===== config.mk =====
export PLATFORM = sky130hd
export DESIGN_NAME = multi_channel_event_timer
export DESIGN_NICKNAME = d
export VERILOG_FILES = /design/src/design/met_pkg.sv /design/src/design/met_ram.sv /design/src/design/met_ctrl.sv /design/src/design/met_dp.sv /design/src/design/multi_channel_event_timer.sv
export SDC_FILE = /design/constraint.sdc
export NUM_CORES = 1
export LEC_CHECK = 0
export BUFFER_PORTS_ARGS = -buffer_cell sky130_fd_sc_hd__buf_2
export CORE_MARGIN = 4
export CORE_UTILIZATION = 50
export DETAILED_ROUTE_END_ITERATION = 8
export PLACE_DENSITY = 0.73
export REMOVE_ABC_BUFFERS = 1
export SKIP_CTS_REPAIR_TIMING = 1
export SLEW_MARGIN = 20
export SYNTH_ARGS = -nofsm -noshare
export SYNTH_HDL_FRONTEND = slang
export SYNTH_HIERARCHICAL = 1
export SYNTH_SLANG_ARGS = --single-unit
export TNS_END_PERCENT = 5

===== constraint.sdc =====
create_clock -name clk_i -period 14.8 [get_ports clk_i]
set_input_delay 2.96 -clock clk_i [delete_from_list [all_inputs] [get_ports clk_i]]
set_output_delay 2.96 -clock clk_i [all_outputs]
set_load 0.02 [all_outputs]

===== src/design/met_pkg.sv =====
// Shared types for the multi-channel event timer: request and result payloads,
// request and result codes, controller states and controller/datapath bundles.
// No dependencies.
package met_pkg;

  localparam int unsigned NumTimersDef  = 8;
  localparam int unsigned CountWidthDef = 16;
  localparam int unsigned MaskWidth     = 8;
  localparam int unsigned TickWidth     = 64;

  // request codes
  typedef enum logic [2:0] {
    REQ_TICK   = 3'd0,
    REQ_ARM    = 3'd1,
    REQ_DISARM = 3'd2,
    REQ_REARM  = 3'd3,
    REQ_READ   = 3'd4
  } req_type_e;

  // result codes
  typedef enum logic [2:0] {
    KIND_ARM_ACK   = 3'd0,
    KIND_DISARM    = 3'd1,
    KIND_REARM     = 3'd2,
    KIND_EXPIRY    = 3'd3,
    KIND_TICK_READ = 3'd4
  } kind_e;

  // controller states
  typedef enum logic [1:0] {
    S_IDLE,
    S_READ,
    S_EXEC,
    S_DONE
  } state_e;

  typedef struct packed {
    logic [2:0]  req_type;
    logic [2:0]  timer_id;
    logic [15:0] tick_value;
    logic [15:0] reload_value;
  } req_t;

  typedef struct packed {
    logic [2:0]           result_kind;
    logic [2:0]           result_timer;
    logic                 was_running;
    logic [15:0]          count_value;
    logic [TickWidth-1:0] tick_total;
    logic                 last_result;
  } rsp_t;

  // controller to datapath
  typedef struct packed {
    logic latch;      // take the input transfer into the request register
    logic rd_en;      // issue a timer table read
    logic rd_next;    // read address is the next timer of the sweep
    logic exec;       // act on the timer row just read
    logic step;       // advance the sweep index
    logic emit_done;  // load the tick done result
  } cmd_t;

  // datapath to controller
  typedef struct packed {
    logic in_known;   // incoming request code is a defined one
    logic is_tick;    // held request is a tick
    logic last_idx;   // sweep is at the last timer
    logic need_emit;  // current row produces a result
    logic out_busy;   // output register is full and not being taken
  } stat_t;

endpackage


===== src/design/met_ram.sv =====
// Generic single write port, single read port RAM with registered read data.
// No dependencies.
module met_ram #(
  parameter int unsigned WIDTH = 32,
  parameter int unsigned DEPTH = 8,
  localparam int unsigned AW = (DEPTH > 1) ? $clog2(DEPTH) : 1
) (
  input  logic             clk_i,
  input  logic             we_i,
  input  logic [AW-1:0]    waddr_i,
  input  logic [WIDTH-1:0] wdata_i,
  input  logic             re_i,
  input  logic [AW-1:0]    raddr_i,
  output logic [WIDTH-1:0] rdata_o
);

  logic [WIDTH-1:0] mem_q [DEPTH];
  logic [WIDTH-1:0] rdata_q;

  // write port
  always_ff @(posedge clk_i) begin
    if (we_i) begin
      mem_q[waddr_i] <= wdata_i;
    end
  end

  // registered read port
  always_ff @(posedge clk_i) begin
    if (re_i) begin
      rdata_q <= mem_q[raddr_i];
    end
  end

  assign rdata_o = rdata_q;

endmodule


===== src/design/met_ctrl.sv =====
// Controller state machine of the event timer: sequences table reads,
// row updates, the tick sweep and result loads.
// Depends on met_pkg.
module met_ctrl (
  input  logic           clk_i,
  input  logic           rst_ni,
  input  logic           in_valid_i,
  output logic           in_ready_o,
  input  met_pkg::stat_t stat_i,
  output met_pkg::cmd_t  cmd_o
);
  import met_pkg::*;

  state_e state_q, state_d;

  // state register
  always_ff @(posedge clk_i or negedge rst_ni) begin
    if (!rst_ni) begin
      state_q <= S_IDLE;
    end else begin
      state_q <= state_d;
    end
  end

  // next state
  always_comb begin
    state_d = state_q;
    case (state_q)
      S_IDLE: begin
        if (in_valid_i && stat_i.in_known) begin
          state_d = S_READ;
        end
      end
      S_READ: begin
        state_d = S_EXEC;
      end
      S_EXEC: begin
        if (!(stat_i.need_emit && stat_i.out_busy)) begin
          if (!stat_i.is_tick) begin
            state_d = S_IDLE;
          end else if (stat_i.last_idx) begin
            state_d = S_DONE;
          end
        end
      end
      S_DONE: begin
        if (!stat_i.out_busy) begin
          state_d = S_IDLE;
        end
      end
      default: state_d = S_IDLE;
    endcase
  end

  // outputs
  always_comb begin
    cmd_o      = '0;
    in_ready_o = 1'b0;
    case (state_q)
      S_IDLE: begin
        in_ready_o  = 1'b1;
        cmd_o.latch = in_valid_i && stat_i.in_known;
      end
      S_READ: begin
        cmd_o.rd_en = 1'b1;
      end
      S_EXEC: begin
        if (!(stat_i.need_emit && stat_i.out_busy)) begin
          cmd_o.exec = 1'b1;
          // overlap the next row read with this row's write back
          if (stat_i.is_tick && !stat_i.last_idx) begin
            cmd_o.step    = 1'b1;
            cmd_o.rd_en   = 1'b1;
            cmd_o.rd_next = 1'b1;
          end
        end
      end
      S_DONE: begin
        cmd_o.emit_done = !stat_i.out_busy;
      end
      default: begin
        cmd_o      = '0;
        in_ready_o = 1'b0;
      end
    endcase
  end

endmodule


===== src/design/met_dp.sv =====
// Datapath of the event timer: request register, timer table with valid bits,
// tick counter, post enable mask and the output register.
// Depends on met_pkg and met_ram.
module met_dp #(
  parameter int unsigned NUM_TIMERS  = met_pkg::NumTimersDef,
  parameter int unsigned COUNT_WIDTH = met_pkg::CountWidthDef
) (
  input  logic                            clk_i,
  input  logic                            rst_ni,
  input  met_pkg::cmd_t                   cmd_i,
  output met_pkg::stat_t                  stat_o,
  input  met_pkg::req_t                   in_data_i,
  input  logic                            cfg_valid_i,
  input  logic [met_pkg::MaskWidth-1:0]   cfg_data_i,
  input  logic                            out_ready_i,
  output logic                            out_valid_o,
  output met_pkg::rsp_t                   out_data_o
);
  import met_pkg::*;

  localparam int unsigned IDX_W = (NUM_TIMERS > 1) ? $clog2(NUM_TIMERS) : 1;
  localparam int unsigned ROW_W = 2 * COUNT_WIDTH;

  req_t                   req_q;
  logic                   ok_q;
  logic [IDX_W-1:0]       idx_q;
  logic [TickWidth-1:0]   tick_q;
  logic [MaskWidth-1:0]   mask_q;
  logic [NUM_TIMERS-1:0]  valid_q;
  logic                   rd_valid_q;
  logic                   out_valid_q;
  rsp_t                   out_q;

  logic                   in_ok;
  logic                   is_tick;
  logic [IDX_W-1:0]       raddr;
  logic [ROW_W-1:0]       rdata;
  logic                   wr_en;
  logic [ROW_W-1:0]       wdata;
  logic [COUNT_WIDTH-1:0] cur_cnt;
  logic [COUNT_WIDTH-1:0] cur_rld;
  logic [COUNT_WIDTH-1:0] dec_cnt;
  logic [COUNT_WIDTH-1:0] tv;
  logic [COUNT_WIDTH-1:0] rv;
  logic                   running;
  logic                   post_hit;
  logic                   need_emit;
  logic                   out_busy;
  logic                   load;
  rsp_t                   exec_rsp;
  rsp_t                   done_rsp;

  assign in_ok   = 32'(in_data_i.timer_id) < NUM_TIMERS;
  assign is_tick = req_q.req_type == REQ_TICK;

  // request register and timer index
  always_ff @(posedge clk_i) begin
    if (cmd_i.latch) begin
      req_q <= in_data_i;
      ok_q  <= in_ok;
    end
  end

  always_ff @(posedge clk_i or negedge rst_ni) begin
    if (!rst_ni) begin
      idx_q <= '0;
    end else if (cmd_i.latch) begin
      if (in_data_i.req_type == REQ_TICK || !in_ok) begin
        idx_q <= '0;
      end else begin
        idx_q <= IDX_W'(in_data_i.timer_id);
      end
    end else if (cmd_i.step) begin
      idx_q <= IDX_W'(idx_q + 1'b1);
    end
  end

  // tick counter, counted when the tick is taken
  always_ff @(posedge clk_i or negedge rst_ni) begin
    if (!rst_ni) begin
      tick_q <= '0;
    end else if (cmd_i.latch && in_data_i.req_type == REQ_TICK) begin
      tick_q <= tick_q + 64'd1;
    end
  end

  // post enable mask
  always_ff @(posedge clk_i or negedge rst_ni) begin
    if (!rst_ni) begin
      mask_q <= '0;
    end else if (cfg_valid_i) begin
      mask_q <= cfg_data_i;
    end
  end

  // timer table: count in the low half, reload interval in the high half
  assign raddr = cmd_i.rd_next ? IDX_W'(idx_q + 1'b1) : idx_q;

  met_ram #(
    .WIDTH (ROW_W),
    .DEPTH (NUM_TIMERS)
  ) u_table (
    .clk_i   (clk_i),
    .we_i    (wr_en),
    .waddr_i (idx_q),
    .wdata_i (wdata),
    .re_i    (cmd_i.rd_en),
    .raddr_i (raddr),
    .rdata_o (rdata)
  );

  // rows never written read as zero
  always_ff @(posedge clk_i or negedge rst_ni) begin
    if (!rst_ni) begin
      valid_q    <= '0;
      rd_valid_q <= 1'b0;
    end else begin
      if (wr_en) begin
        valid_q[idx_q] <= 1'b1;
      end
      if (cmd_i.rd_en) begin
        rd_valid_q <= valid_q[raddr];
      end
    end
  end

  assign cur_cnt  = rd_valid_q ? rdata[COUNT_WIDTH-1:0] : '0;
  assign cur_rld  = rd_valid_q ? rdata[ROW_W-1:COUNT_WIDTH] : '0;
  assign dec_cnt  = COUNT_WIDTH'(cur_cnt - 1'b1);
  assign tv       = COUNT_WIDTH'(req_q.tick_value);
  assign rv       = COUNT_WIDTH'(req_q.reload_value);
  assign running  = ok_q && (cur_cnt != '0);
  assign post_hit = (32'(idx_q) < MaskWidth) && mask_q[3'(idx_q)];

  // row update and result for the request in hand
  always_comb begin
    wr_en     = 1'b0;
    wdata     = {cur_rld, cur_cnt};
    need_emit = 1'b1;
    exec_rsp  = '0;
    exec_rsp.tick_total   = tick_q;
    exec_rsp.result_timer = req_q.timer_id;
    exec_rsp.last_result  = 1'b1;
    case (req_q.req_type)
      REQ_TICK: begin
        wr_en     = cmd_i.exec && (cur_cnt != '0);
        wdata     = (dec_cnt == '0) ? {cur_rld, cur_rld} : {cur_rld, dec_cnt};
        need_emit = (cur_cnt != '0) && (dec_cnt == '0) && post_hit;
        exec_rsp.result_kind  = KIND_EXPIRY;
        exec_rsp.result_timer = 3'(idx_q);
        exec_rsp.last_result  = 1'b0;
      end
      REQ_ARM: begin
        wr_en = cmd_i.exec && ok_q;
        wdata = {rv, tv};
        exec_rsp.result_kind = KIND_ARM_ACK;
      end
      REQ_DISARM: begin
        wr_en = cmd_i.exec && ok_q;
        wdata = {cur_rld, {COUNT_WIDTH{1'b0}}};
        exec_rsp.result_kind = KIND_DISARM;
        exec_rsp.was_running = running;
      end
      REQ_REARM: begin
        wr_en = cmd_i.exec && ok_q;
        wdata = {tv, tv};
        exec_rsp.result_kind = KIND_REARM;
        exec_rsp.was_running = running;
      end
      REQ_READ: begin
        exec_rsp.result_kind = KIND_TICK_READ;
        exec_rsp.count_value = ok_q ? 16'(cur_cnt) : 16'd0;
      end
      default: begin
        need_emit = 1'b0;
      end
    endcase
  end

  // tick done result
  always_comb begin
    done_rsp             = '0;
    done_rsp.result_kind = KIND_TICK_READ;
    done_rsp.tick_total  = tick_q;
    done_rsp.last_result = 1'b1;
  end

  // output register
  assign out_busy = out_valid_q && !out_ready_i;
  assign load     = (cmd_i.exec && need_emit) || cmd_i.emit_done;

  always_ff @(posedge clk_i or negedge rst_ni) begin
    if (!rst_ni) begin
      out_valid_q <= 1'b0;
    end else if (load) begin
      out_valid_q <= 1'b1;
    end else if (out_ready_i) begin
      out_valid_q <= 1'b0;
    end
  end

  always_ff @(posedge clk_i) begin
    if (load) begin
      out_q <= cmd_i.emit_done ? done_rsp : exec_rsp;
    end
  end

  assign out_valid_o = out_valid_q;
  assign out_data_o  = out_q;

  // status to the controller
  assign stat_o.in_known  = in_data_i.req_type == REQ_TICK   ||
                            in_data_i.req_type == REQ_ARM    ||
                            in_data_i.req_type == REQ_DISARM ||
                            in_data_i.req_type == REQ_REARM  ||
                            in_data_i.req_type == REQ_READ;
  assign stat_o.is_tick   = is_tick;
  assign stat_o.last_idx  = idx_q == IDX_W'(NUM_TIMERS - 1);
  assign stat_o.need_emit = need_emit;
  assign stat_o.out_busy  = out_busy;

endmodule


===== src/design/multi_channel_event_timer.sv =====
// Top level of the multi-channel event timer: controller and datapath.
// Depends on met_pkg, met_ctrl, met_dp and met_ram.
//
// A bank of NUM_TIMERS countdown timers kept in a small RAM, one row per timer
// holding its count and reload interval. Arm, disarm, rearm and read pass
// through the request register, a table read and the row update. A tick
// sweeps the table through its single read port, one timer per cycle while
// no result is held up, with the write back of one row overlapped with the
// read of the next. A result of any kind that is due while the output
// register is still full holds the request until the register is taken.
// The output register lets a finished result wait while the next request is
// taken. Request codes 5 to 7 are taken and dropped without a result. The post
// enable mask is written through its own channel, which is always ready.
module multi_channel_event_timer #(
  parameter int unsigned NUM_TIMERS  = met_pkg::NumTimersDef,
  parameter int unsigned COUNT_WIDTH = met_pkg::CountWidthDef
) (
  input  logic                          clk_i,
  input  logic                          rst_ni,
  input  logic                          in_valid_i,
  output logic                          in_ready_o,
  input  met_pkg::req_t                 in_data_i,
  output logic                          out_valid_o,
  input  logic                          out_ready_i,
  output met_pkg::rsp_t                 out_data_o,
  input  logic                          cfg_valid_i,
  output logic                          cfg_ready_o,
  input  logic [met_pkg::MaskWidth-1:0] cfg_data_i
);
  import met_pkg::*;

  cmd_t  cmd;
  stat_t stat;

  assign cfg_ready_o = 1'b1;

  // controller
  met_ctrl u_ctrl (
    .clk_i      (clk_i),
    .rst_ni     (rst_ni),
    .in_valid_i (in_valid_i),
    .in_ready_o (in_ready_o),
    .stat_i     (stat),
    .cmd_o      (cmd)
  );

  // datapath
  met_dp #(
    .NUM_TIMERS  (NUM_TIMERS),
    .COUNT_WIDTH (COUNT_WIDTH)
  ) u_dp (
    .clk_i       (clk_i),
    .rst_ni      (rst_ni),
    .cmd_i       (cmd),
    .stat_o      (stat),
    .in_data_i   (in_data_i),
    .cfg_valid_i (cfg_valid_i),
    .cfg_data_i  (cfg_data_i),
    .out_ready_i (out_ready_i),
    .out_valid_o (out_valid_o),
    .out_data_o  (out_data_o)
  );

  // a result is never loaded over one still waiting
  a_exec_no_overwrite: assert property (@(posedge clk_i) disable iff (!rst_ni)
    cmd.exec && stat.need_emit |-> !stat.out_busy)
    else $error("row result loaded while output register busy");

  a_done_no_overwrite: assert property (@(posedge clk_i) disable iff (!rst_ni)
    cmd.emit_done |-> !stat.out_busy)
    else $error("tick done loaded while output register busy");

  // requests are only taken on an input transfer
  a_latch_on_transfer: assert property (@(posedge clk_i) disable iff (!rst_ni)
    cmd.latch |-> in_valid_i && in_ready_o)
    else $error("request latched without input transfer");

  // the sweep never reads past the last timer
  a_sweep_bound: assert property (@(posedge clk_i) disable iff (!rst_ni)
    cmd.rd_next |-> stat.is_tick && !stat.last_idx)
    else $error("sweep read beyond last timer");

endmodule

==> run summary, run 1 <==
Synth warn - 6
Share of layout cells above drive strength 1 - 0.241
Dominant cell type by area after synthesis - edfxtp_1
CP Launch Type - primary input
Max Fclk - 171 MHz
Dpl hpwl - 25.7 mm
Initial antenna violation count - 2
Worst-Skew Late Latency - 0.59 ns
Met3 wire length - 3.95 mm
Largest net degree at the start of global routing - 83
Part of the cycle the worst path needs - 0.396
Post-route ant nets - 0
Vias in the first global route - 11,200
H-tree Lvls - 2
Post-DP Area - 21,700 um^2
Total grt overflow - 0
Core Util, Final - 0.582
Status - complete, no violations
Post-synthesis mux area share - 0.115
Number of synthesized register bits - 501
Slowest-stage cell, CP - and3_2
Routed wl met2 - 21.1 mm
Fin Hold WS - 0.450 ns
Max Slew Vio Count - 0
Crit end category - flop
Die W - 210 um
Core ar. - 40,100 um^2
Routability congestion estimate from global placement - 0.831
CTS tree - yes
Max_slew headroom - 0.283
Mapped Cells - 1,187
Final period demand of the worst path - 5.86 ns
Max-cap violation count - 0
Power Density - 187 nW/um^2
Clk Tree Root Cell - clkbuf_16
Hold Fails Final Rpt - 0
VDD IR-drop max - 0.134 mV
Commonest non-fill, non-tap cell in the layout - edfxtp_1
WS Path Type - in -> reg
Met1 Routed Length - 17.6 mm
Final Cell Area - 23,400 um^2
Final Skew - 0.0201 ns
Global-route wire length before repair - 66.5 mm
Sequential fraction of the synthesis area - 0.715
Main synth FF type - edfxtp_1
Area of the die - 44,200 um^2
Min-delay worst type - reg -> reg
Routed length per instance - 22.9 um
Top Metal Used - met4
Detailed Route Iter0 Violations - 1,186
Post-synth EDFFs - 414
Area share of the largest cell type after synthesis - 0.609
Critical Path RT - 15.31 ns
Synth Area in XOR/XNOR - 0.0304
Synth Area in Compound Gates - 0.0364
RSZ-0062 raised after global routing - false
Setup TNS - 0 ns
Arrival @ worst endpoint - 6.37 ns
Die height - 210 um
Leakage - 0.00849 uW
CTS Buffer Depth - 3
Core Rows - 73
Async S/R FF share, synth - 0.174
CTS clk-pin slew, worst paths - 0.06 ns
Initial Utilization - 0.509
Most frequent cells in the layout - 414 x edfxtp_1, 139 x buf_2, 87 x dfrtp_1, 60 x nand2_1, 53 x nand3_1
Clk sinks - 501
Cells along the critical path - buf_2, o21ai_0, and3_2, nor4b_4, nand4_2, nor3_2, nand3_1, nor4_1, xor2_1
Routed vias/inst - 5.89
CTS buffer count - 50
Average cell area after synthesis - 17.2 um^2
Area Growth Syn to Fin - 14.3%
Synth Area in Simple Gates - 0.0781
CP max FO - 43
Drt first pass iters - 6
Total number of vias - 11,200
DRC - 0
Synth top area cells - edfxtp_1 61%, dfrtp_1 11%, mux4_1 5.1%, mux4_2 2.9%, mux2_2 2.3%
Tot GR Track Use - 0.197
I/O pin total - 142
Final layout net count - 1,401
Post-Synth Adder-Cell Area - 0.00551
Worst Tran Pin Value - 1.08 ns
# setup viols final - 0
Largest family of logic cells by synthesized area - multiplexers
Slowest stage delay, CP - 0.95 ns
Cell Area, Synth - 20,400 um^2
Count of input and output buffers - 140
Netlist cell types - 75
DRT Wirelength - 43.8 mm
worst paths after layout:
path / from / slack (ns) / endpoint / cells past startpoint
max in group asynchronous: rst_ni / 11.71 / u_dp/mask_q[5] / 2
setup reg to reg: u_dp/rd_valid_q / 9.19 / u_dp/u_table/rdata_o[17] / 17
min in group asynchronous: rst_ni / 2.18 / u_dp/tick_q[34] / 1
hold / removal: u_dp/tick_q[55] / 0.45 / u_dp/out_data_o[56] / 0
hold reg to reg: u_dp/tick_q[55] / 0.45 / u_dp/out_data_o[56] / 0
setup / recovery: in_data_i[36] / 8.94 / u_dp/tick_q[57] / 9
logic make-up (layout without fill, tap and decap cells):
kind of cell | Yosys count | count (layout)
compound gates | 107 | 107
xor+xnor | 71 | 71
fa+ha+maj | 9 | 9
buf+inv | 80 | 274
flops | 501 | 501
mux | 132 | 132
other cells | 1 | 2
simple gates | 286 | 286
cell type report:
cell class / count / area [um^2]
fill: 2961 / 16700
sequential: 501 / 14600
multi-input combinational: 606 / 5490
clock buffer: 65 / 1350
timing repair buffer: 161 / 868
tap: 525 / 657
clock inverter: 27 / 297
inverter: 21 / 80.1
antenna: 1 / 2.50
critical path: cells and delay by family:
kind | cells | cell delay (ns)
and+or+nand+nor | 6 | 2.87
AOI/OAI and AO/OA | 1 | 0.22
xor gates and xnor gates | 1 | 0.18
buffers and inverters | 1 | 0.13
synth_stat cells (all sizes together) (9+ instances only):
library cell	n
edfxtp	414
nor4	9
dfrtp	87
mux2	42
o21ai	28
nor2	40
nor3	22
nand3	53
mux4	66
a31oi	9
xnor2	44
mux2i	24
and2	18
inv	20
nor2b	9
nand4	22
xor2	27
clkbuf	31
buf	28
ha	9
a21oi	13
nand2	62
a22oi	9
and3	12
flip-flops by register name, summed over array words and instances, names as in the netlist, 2 cells and up:
register / cells
u_dp/mask_q: 8
u_dp/req_q: 6
u_dp/u_table/rdata_o: 32
u_dp/idx_q: 3
u_dp/tv: 16
u_dp/out_data_o: 88
u_dp/rv: 16
u_dp/tick_q: 64
u_dp/u_table/mem_q: 256
u_ctrl/state_q: 2
u_dp/valid_q: 8
power breakdown:
group	switching, uW	internal, uW
Sequential	134	1880
Combinational	673	421
Clock	518	748
layer usage:
layer,up-vias,track usage
met3,72,0.0417
met1,5640,0.273
met2,547,0.317
met4,0,0.0617
met5,-,0
li1,4973,-
per-stage QoR:
stage	worst slack, ns	instances	power, uW
after floorplan	7.56	1128	2760
after global placement	8.46	1814	3100
after detailed placement	8.30	1814	3140
after CTS	8.93	1906	4410
after global routing	8.70	1907	4570
final	8.94	1907	4370
Power figures use the tool's default switching activity.
==> inputs of run 2 (changes only) <==
==> constraint.sdc (replaced) <==
create_clock -name clk_i -period 5.9 [get_ports clk_i]
set_input_delay 1.18 -clock clk_i [delete_from_list [all_inputs] [get_ports clk_i]]
set_output_delay 1.18 -clock clk_i [all_outputs]
set_load 0.02 [all_outputs]
==> run summary, run 2 (synthesis results as in run 1) <==
Share of layout cells above drive strength 1 - 0.247 (+0.00598)
Internal - 7730 uW (+150%)
Power Density - 473 nW/um^2 (+150%)
Tot GR Track Use - 0.200 (+0.00285)
Initial Utilization - 0.509 (unchanged)
Routed length per instance - 23.0 um (+0.19%)
CTS Buffer Depth - 3 (unchanged)
Area taken by multi-input logic gates - 5490 um^2 (about the same)
WS Path Type - reg -> reg
Dpl hpwl - 26.5 mm (+3.2%)
DRC - 0 (unchanged)
Core ar. - 40,100 um^2 (unchanged)
Critical Path RT - 6.22 ns (-9.09 ns)
H-tree Lvls - 2 (unchanged)
Drt first pass iters - 6 (unchanged)
Most frequent cells in the layout - 414 x edfxtp_1, 139 x buf_2, 87 x dfrtp_1, 60 x nand2_1, 53 x nand3_1
Detailed Route Iter0 Violations - 1,184 (-0.17%)
Status - complete, no violations
Total grt overflow - 0 (unchanged)
CP Launch Type - flop
Clk pwr share - 0.294 (+0.004)
Initial antenna violation count - 0 (-2)
Crit end category - flop
GRT busiest layer - met2
Vias in the first global route - 11,300 (+0.79%)
Routability congestion estimate from global placement - 0.883 (+6.2%)
CTS clk-pin slew, worst paths - 0.06 ns (about the same)
Count of input and output buffers - 140 (unchanged)
Min-delay worst type - reg -> reg
Die height - 210 um (unchanged)
DRT Wirelength - 43.9 mm (+0.35%)
Fill cell count - 2,895 (-2.2%)
Delay-heaviest family, CP - buffers and inverters
Post-Place Setup Slack - 1.23 ns (-7.07 ns)
FF+latch area - 14,600 um^2 (unchanged)
Cells along the critical path - nand2_1, ha_1, inv_1, o21ai_0, o211ai_1, nor4b_4, nand3_1, a21boi_0, and2_4, nor3_1, buf_4, xnor2_1, clkinv_2, buf_12, mux4_1, mux2_2
Arrival @ worst endpoint - 5.09 ns (-1.28 ns)
Power consumption - 11,100 uW (+150%)
Met3 Track Usage GR - 0.0356 (-0.00610)
I/O pin total - 142 (unchanged)
RSZ-0062 raised after global routing - false
Final layout net count - 1,405 (+0.29%)
Global-route wire length before repair - 67.9 mm (+2.0%)
Largest Register - u_dp/u_table/mem_q
Die W - 210 um (unchanged)
VDD IR-drop max - 0.374 mV (+180%)
Slowest stage delay, CP - 0.64 ns (-0.31 ns)
CTS buffer count - 50 (unchanged)
Sequential Power Share - 0.455 (-0.005)
CP max FO - 64 (+49%)
Worst Tran Pin Value - 0.917 ns (-0.158 ns)
Part of the cycle the worst path needs - 0.809
Core Rows - 73 (unchanged)
Slowest-stage cell, CP - mux4_1
Area Growth Syn to Fin - 14.8%
Max FFs per register - 256 (unchanged)
Net Sw Frac - 0.304 (+0.000534)
Area of the die - 44,200 um^2 (unchanged)
Hold Fails Final Rpt - 0 (unchanged)
Final Skew - 0.0274 ns (+0.00733 ns)
GR Util met1 - 0.276 (+0.00305)
Clk Tree Root Cell - clkbuf_16
Post-route ant nets - 0 (unchanged)
Max_slew headroom - 0.388 (+0.106)
Slack of the worst reg-to-reg path - 1.13 ns (-8.06 ns)
Worst-Skew Late Latency - 0.60 ns (about the same)
Largest net degree at the start of global routing - 74 (-11%)
Comb pwr share - 0.250 (about the same)
Switching power total - 3370 uW (+150%)
Worst setup margin - 1.13 ns (-7.81 ns)
Non-filler cells, final - 1,910 (+0.16%)
CTS tree - yes
Max-cap violation count - 0 (unchanged)
Max Slew Vio Count - 0 (unchanged)
Clk sinks - 501 (unchanged)
Met2 Use GR - 0.330 (+0.0125)
Final period demand of the worst path - 4.77 ns
Dpl cells - 1,818 (+0.22%)
Commonest non-fill, non-tap cell in the layout - edfxtp_1
Routed vias/inst - 5.86 (-0.43%)
Fin Hold WS - 0.445 ns (-0.00498 ns)
Max Fclk - 210 MHz
Leakage - 0.00854 uW (+0.62%)
# setup viols final - 0 (unchanged)
Total number of vias - 11,200 (-0.28%)
Crit path buf inv count - 4 (+3)
run 2: final timing paths:
check | to | startpoint | cells after the start
max | u_dp/u_table/rdata_o[16] | u_dp/u_table/rdata_o[1] | 16
min | u_dp/out_data_o[56] | u_dp/tick_q[55] | 0
max reg2reg | u_dp/u_table/rdata_o[16] | u_dp/u_table/rdata_o[1] | 16
min reg2reg | u_dp/out_data_o[56] | u_dp/tick_q[55] | 0
max in group asynchronous | u_dp/valid_q[0] | rst_ni | 2
min in group asynchronous | u_dp/tick_q[38] | rst_ni | 1
run 2: power groups by stage:
stage | clock, uW | combinational (uW) | sequential (uW)
2_1_floorplan | 0 | 1630 | 5300
4_1_cts | 3340 | 2800 | 5050
3_5_place_dp | 0 | 2790 | 5120
6_report | 3260 | 2780 | 5050
3_3_place_gp | 0 | 2710 | 5100
5_1_grt | 3500 | 3000 | 5100
run 2: per-stage QoR:
stage	utilization	TNS, ns	instance area [um^2]
floorplan	-	-42.92	20100
global placement	0.542	0	21800
detailed placement	0.543	0	21800
CTS	0.585	0	23500
global route	0.585	0	23500
finish	0.585	0	23500
run 2: final cells by class:
cell class	instances	share of cell area
Tap cell	525	0.0280
Clock inverter	32	0.0170
Sequential cell	501	0.623
Clock buffer	59	0.0556
Inverter	21	0.00341
Timing Repair Buffer	165	0.0390
Antenna cell	1	0.000107
Multi-Input combinational cell	606	0.234
run 2: metal layers:
layer	part of all wire	wire length [um]	vias to the layer above
met5	0	0	-
met4	0.023	1030	0
met3	0.079	3480	70
met2	0.49	21400	519
met1	0.41	18000	5614
li1	-	-	4998
==> inputs of run 3 (changes only) <==
--- a/config.mk
+++ b/config.mk
@@ -5,6 +5,7 @@
 export SDC_FILE = /design/constraint.sdc
 export NUM_CORES = 1
 export LEC_CHECK = 0
+export ABC_AREA = 1
 export BUFFER_PORTS_ARGS = -buffer_cell sky130_fd_sc_hd__buf_2
 export CORE_MARGIN = 4
 export CORE_UTILIZATION = 50
==> constraint.sdc (replaced) <==
create_clock -name clk_i -period 4.5 [get_ports clk_i]
set_input_delay 0.9 -clock clk_i [delete_from_list [all_inputs] [get_ports clk_i]]
set_output_delay 0.9 -clock clk_i [all_outputs]
set_load 0.02 [all_outputs]
==> run summary, run 3 <==
Status - complete, no violations
Max Slew Vio Count - 0 (unchanged)
Internal - 10,100 uW (+30%)
Total number of vias - 16,100 (+43%)
# setup viols final - 0 (unchanged)
Dominant cell type by area after synthesis - edfxtp_1
Count of input and output buffers - 140 (unchanged)
Cell Area, Synth - 22,500 um^2 (+10%)
Arrival @ worst endpoint - 4.35 ns (-0.74 ns)
Net Sw Frac - 0.360 (+0.0567)
Total grt overflow - 0 (unchanged)
Critical Path RT - 4.73 ns (-1.49 ns)
RSZ-0062 raised after global routing - false
Routed length per instance - 18.9 um (-18%)
Clk Tree Root Cell - clkbuf_16
Post-synth EDFFs - 414 (unchanged)
Worst R2R End - u_dp/u_table/mem_q[6][26]
DRT Wirelength - 56.8 mm (+29%)
CP Launch Type - flop
Initial Utilization - 0.507 (-0.00205)
DRC - 0 (unchanged)
CP max FO - 21 (-67%)
Worst-Skew Late Latency - 0.61 ns (about the same)
Cells along the critical path - nand2_2, ha_1, nand3_1, nor2_2, nand3_1, nand2_1, nand2_1, nand3_1, nor2_4, nand2_4, o21ai_1, nand2_2, nand2_1, inv_1, nand3_1, inv_1, nand2_1, nor2_4, buf_4
Dpl hpwl - 34.6 mm (+30%)
Power Density - 612 nW/um^2 (+29%)
H-tree Lvls - 2 (unchanged)
WS Path Type - reg -> reg
Most frequent cells in the layout - 635 x nand2_1, 414 x edfxtp_1, 392 x inv_1, 201 x nand3_1, 139 x buf_2
Slowest-stage cell, CP - nor2_4
Slack of the worst reg-to-reg path - 0.38 ns (-0.75 ns)
GR Util met1 - 0.311 (+0.0349)
Power consumption - 15,800 uW (+42%)
GRT busiest layer - met2
Initial antenna violation count - 10 (+10)
Commonest non-fill, non-tap cell in the layout - nand2_1
Top-count cell post-synth - nand2_1
Post-route ant nets - 0 (unchanged)
Part of the cycle the worst path needs - 0.915 (+0.106)
Routability congestion estimate from global placement - 0.961 (+8.8%)
Routed vias/inst - 5.34 (-9.0%)
Largest net degree at the start of global routing - 113 (+53%)
Core Rows - 77 (+5.5%)
Number of synthesized register bits - 501 (unchanged)
Final Skew - 0.0335 ns (+0.00615 ns)
Post-synth top cells - 636 x nand2_1, 414 x edfxtp_1, 393 x inv_1
Max FFs per register - 256 (unchanged)
Vias in the first global route - 15,600 (+38%)
Max_slew headroom - 0.375 (-0.0139)
Cells on worst reg2reg path - 19 (+3)
Synth warn - 6 (unchanged)
CTS Buffer Depth - 3 (unchanged)
Area Growth Syn to Fin - 14.6%
Area of the die - 48,400 um^2 (+9.7%)
Max-cap violation count - 0 (unchanged)
Mapped Cells - 2,213 (+86%)
Hold Fails Final Rpt - 0 (unchanged)
Final layout net count - 2,431 (+73%)
Core ar. - 44,300 um^2 (+11%)
Max Fclk - 243 MHz (+16%)
Tot GR Track Use - 0.231 (+0.0310)
Share of layout cells above drive strength 1 - 0.136 (-0.111)
Main synth FF type - edfxtp_1
Drt first pass iters - 6 (unchanged)
Met2 Use GR - 0.368 (+0.0386)
CTS tree - yes
Final period demand of the worst path - 4.12 ns (-0.654 ns)
CTS buffer count - 51 (+2.0%)
VDD IR-drop max - 0.403 mV (+7.7%)
Fill cell count - 3,686 (+27%)
Async S/R FF share, synth - 0.174 (unchanged)
Crit end category - flop
Sequential fraction of the synthesis area - 0.650 (-0.0655)
Clk sinks - 501 (unchanged)
Slowest stage delay, CP - 0.53 ns (-0.11 ns)
Area share of the largest cell type after synthesis - 0.553 (-0.0557)
Worst Tran Pin Value - 0.930 ns (+0.0122 ns)
Largest Register - u_dp/u_table/mem_q
Die W - 220 um (+4.7%)
Sequential Power Share - 0.401 (-0.054)
CTS clk-pin slew, worst paths - 0.06 ns (about the same)
Min-delay worst type - in -> async
Leakage - 0.0115 uW (+34%)
Die height - 220 um (+4.7%)
Met3 Track Usage GR - 0.0512 (+0.0156)
Fin Hold WS - 0.410 ns (-0.0352 ns)
Netlist cell types - 46 (-39%)
I/O pin total - 142 (unchanged)
RR Startpoint - u_dp/rd_valid_q
Average cell area after synthesis - 10.2 um^2 (-41%)
Synth top area cells - edfxtp_1 55%, nand2_1 11%, dfrtp_1 9.7%, inv_1 6.6%, nand3_1 4.5%
Clk pwr share - 0.282 (-0.012)
Detailed Route Iter0 Violations - 1,600 (+35%)
Switching power total - 5680 uW (+69%)
Global-route wire length before repair - 86.4 mm (+27%)
Comb pwr share - 0.317 (+0.067)
[run 3: cell types whose count changed after synthesis, moves of 21 or more]
cell / delta
nand3_1: +148
mux2i_1: -24
nand2_1: +575
nor2_1: +74
mux4_2: -26
mux4_1: -40
xnor2_1: -26
inv_1: +373
mux2_2: -35
xor2_1: +21
a21oi_1: +24
[run 3: how the worst max path moves through the flow]
stage | from | endpoint | depth (start not counted)
after floorplan | u_dp/rd_valid_q | u_dp/u_table/rdata_o[0] | 21
final | u_dp/rd_valid_q | u_dp/u_table/mem_q[6][26] | 19
after detailed placement | u_dp/rd_valid_q | u_dp/u_table/rdata_o[28] | 20
after global placement | u_dp/rd_valid_q | u_dp/u_table/rdata_o[28] | 21
after global routing | u_dp/rd_valid_q | u_dp/u_table/rdata_o[26] | 23
after CTS | u_dp/rd_valid_q | u_dp/u_table/rdata_o[27] | 20
[run 3: metrics by stage]
stage	cells	setup TNS [ns]	instance area [um^2]	util	setup slack, ns
detailed placement	2906	0	23900	0.540	0.238
global placement	2906	0	23900	0.540	0.414
finish	3009	0	25800	0.582	0.384
global route	3007	0	25800	0.582	0.0423
floorplan	2140	-396.43	22000	-	-6.73
CTS	3002	0	25700	0.580	0.141
[run 3: layout make-up]
| class | count | area, um^2 | area share |
|---|---|---|---|
| flip-flops and latches | 501 | 14600 | 0.567 |
| multi-input cells | 1240 | 6050 | 0.235 |
| inverters | 399 | 1500 | 0.0581 |
| clock buffers | 61 | 1360 | 0.0526 |
| repair buffers | 178 | 1100 | 0.0429 |
| well taps | 592 | 741 | 0.0287 |
| clock inverters | 35 | 415 | 0.0161 |
| diodes | 3 | 7.51 | 0.000291 |
[run 3: logic make-up (layout without fill, tap and decap cells)]
kind of cell | count (synthesis) | after routing | synth area share
AOI/OAI and AO/OA | 90 | 90 | 0.0244
xor gates and xnor gates | 66 | 66 | 0.0257
adders and majority gates | 9 | 9 | 0.00501
buffers and inverters | 472 | 673 | 0.0869
DFF | 501 | 501 | 0.650
muxes | 7 | 7 | 0.00351
other | 1 | 4 | 0.000167
and+or+nand+nor | 1067 | 1067 | 0.205
[run 3: worst max-delay path: cells and delay by family (launching register included)]
| kind | cells | cell delay [ns] |
|---|---|---|
| AND/OR/NAND/NOR | 14 | 2.15 |
| AO/OA/AOI/OAI | 1 | 0.11 |
| buffers and inverters | 3 | 0.67 |
| adder cells (fa/ha/maj) | 1 | 0.24 |
| flip-flops | 1 | 0.52 |
[run 3: metal layers]
layer | share of wire | vias up
li1 | - | 7470
met1 | 0.41 | 7639
met5 | 0.0014 | -
met3 | 0.099 | 157
met4 | 0.036 | 14
met2 | 0.46 | 783
[run 3: power groups by stage]
stage / clock network (uW) / registers, uW / logic, uW
after floorplan: 0 / 6610 / 3030
after detailed placement: 0 / 6400 / 4800
after CTS: 4520 / 6320 / 4830
after global routing: 4730 / 6360 / 5480
final: 4440 / 6320 / 5000
after global placement: 0 / 6390 / 4700
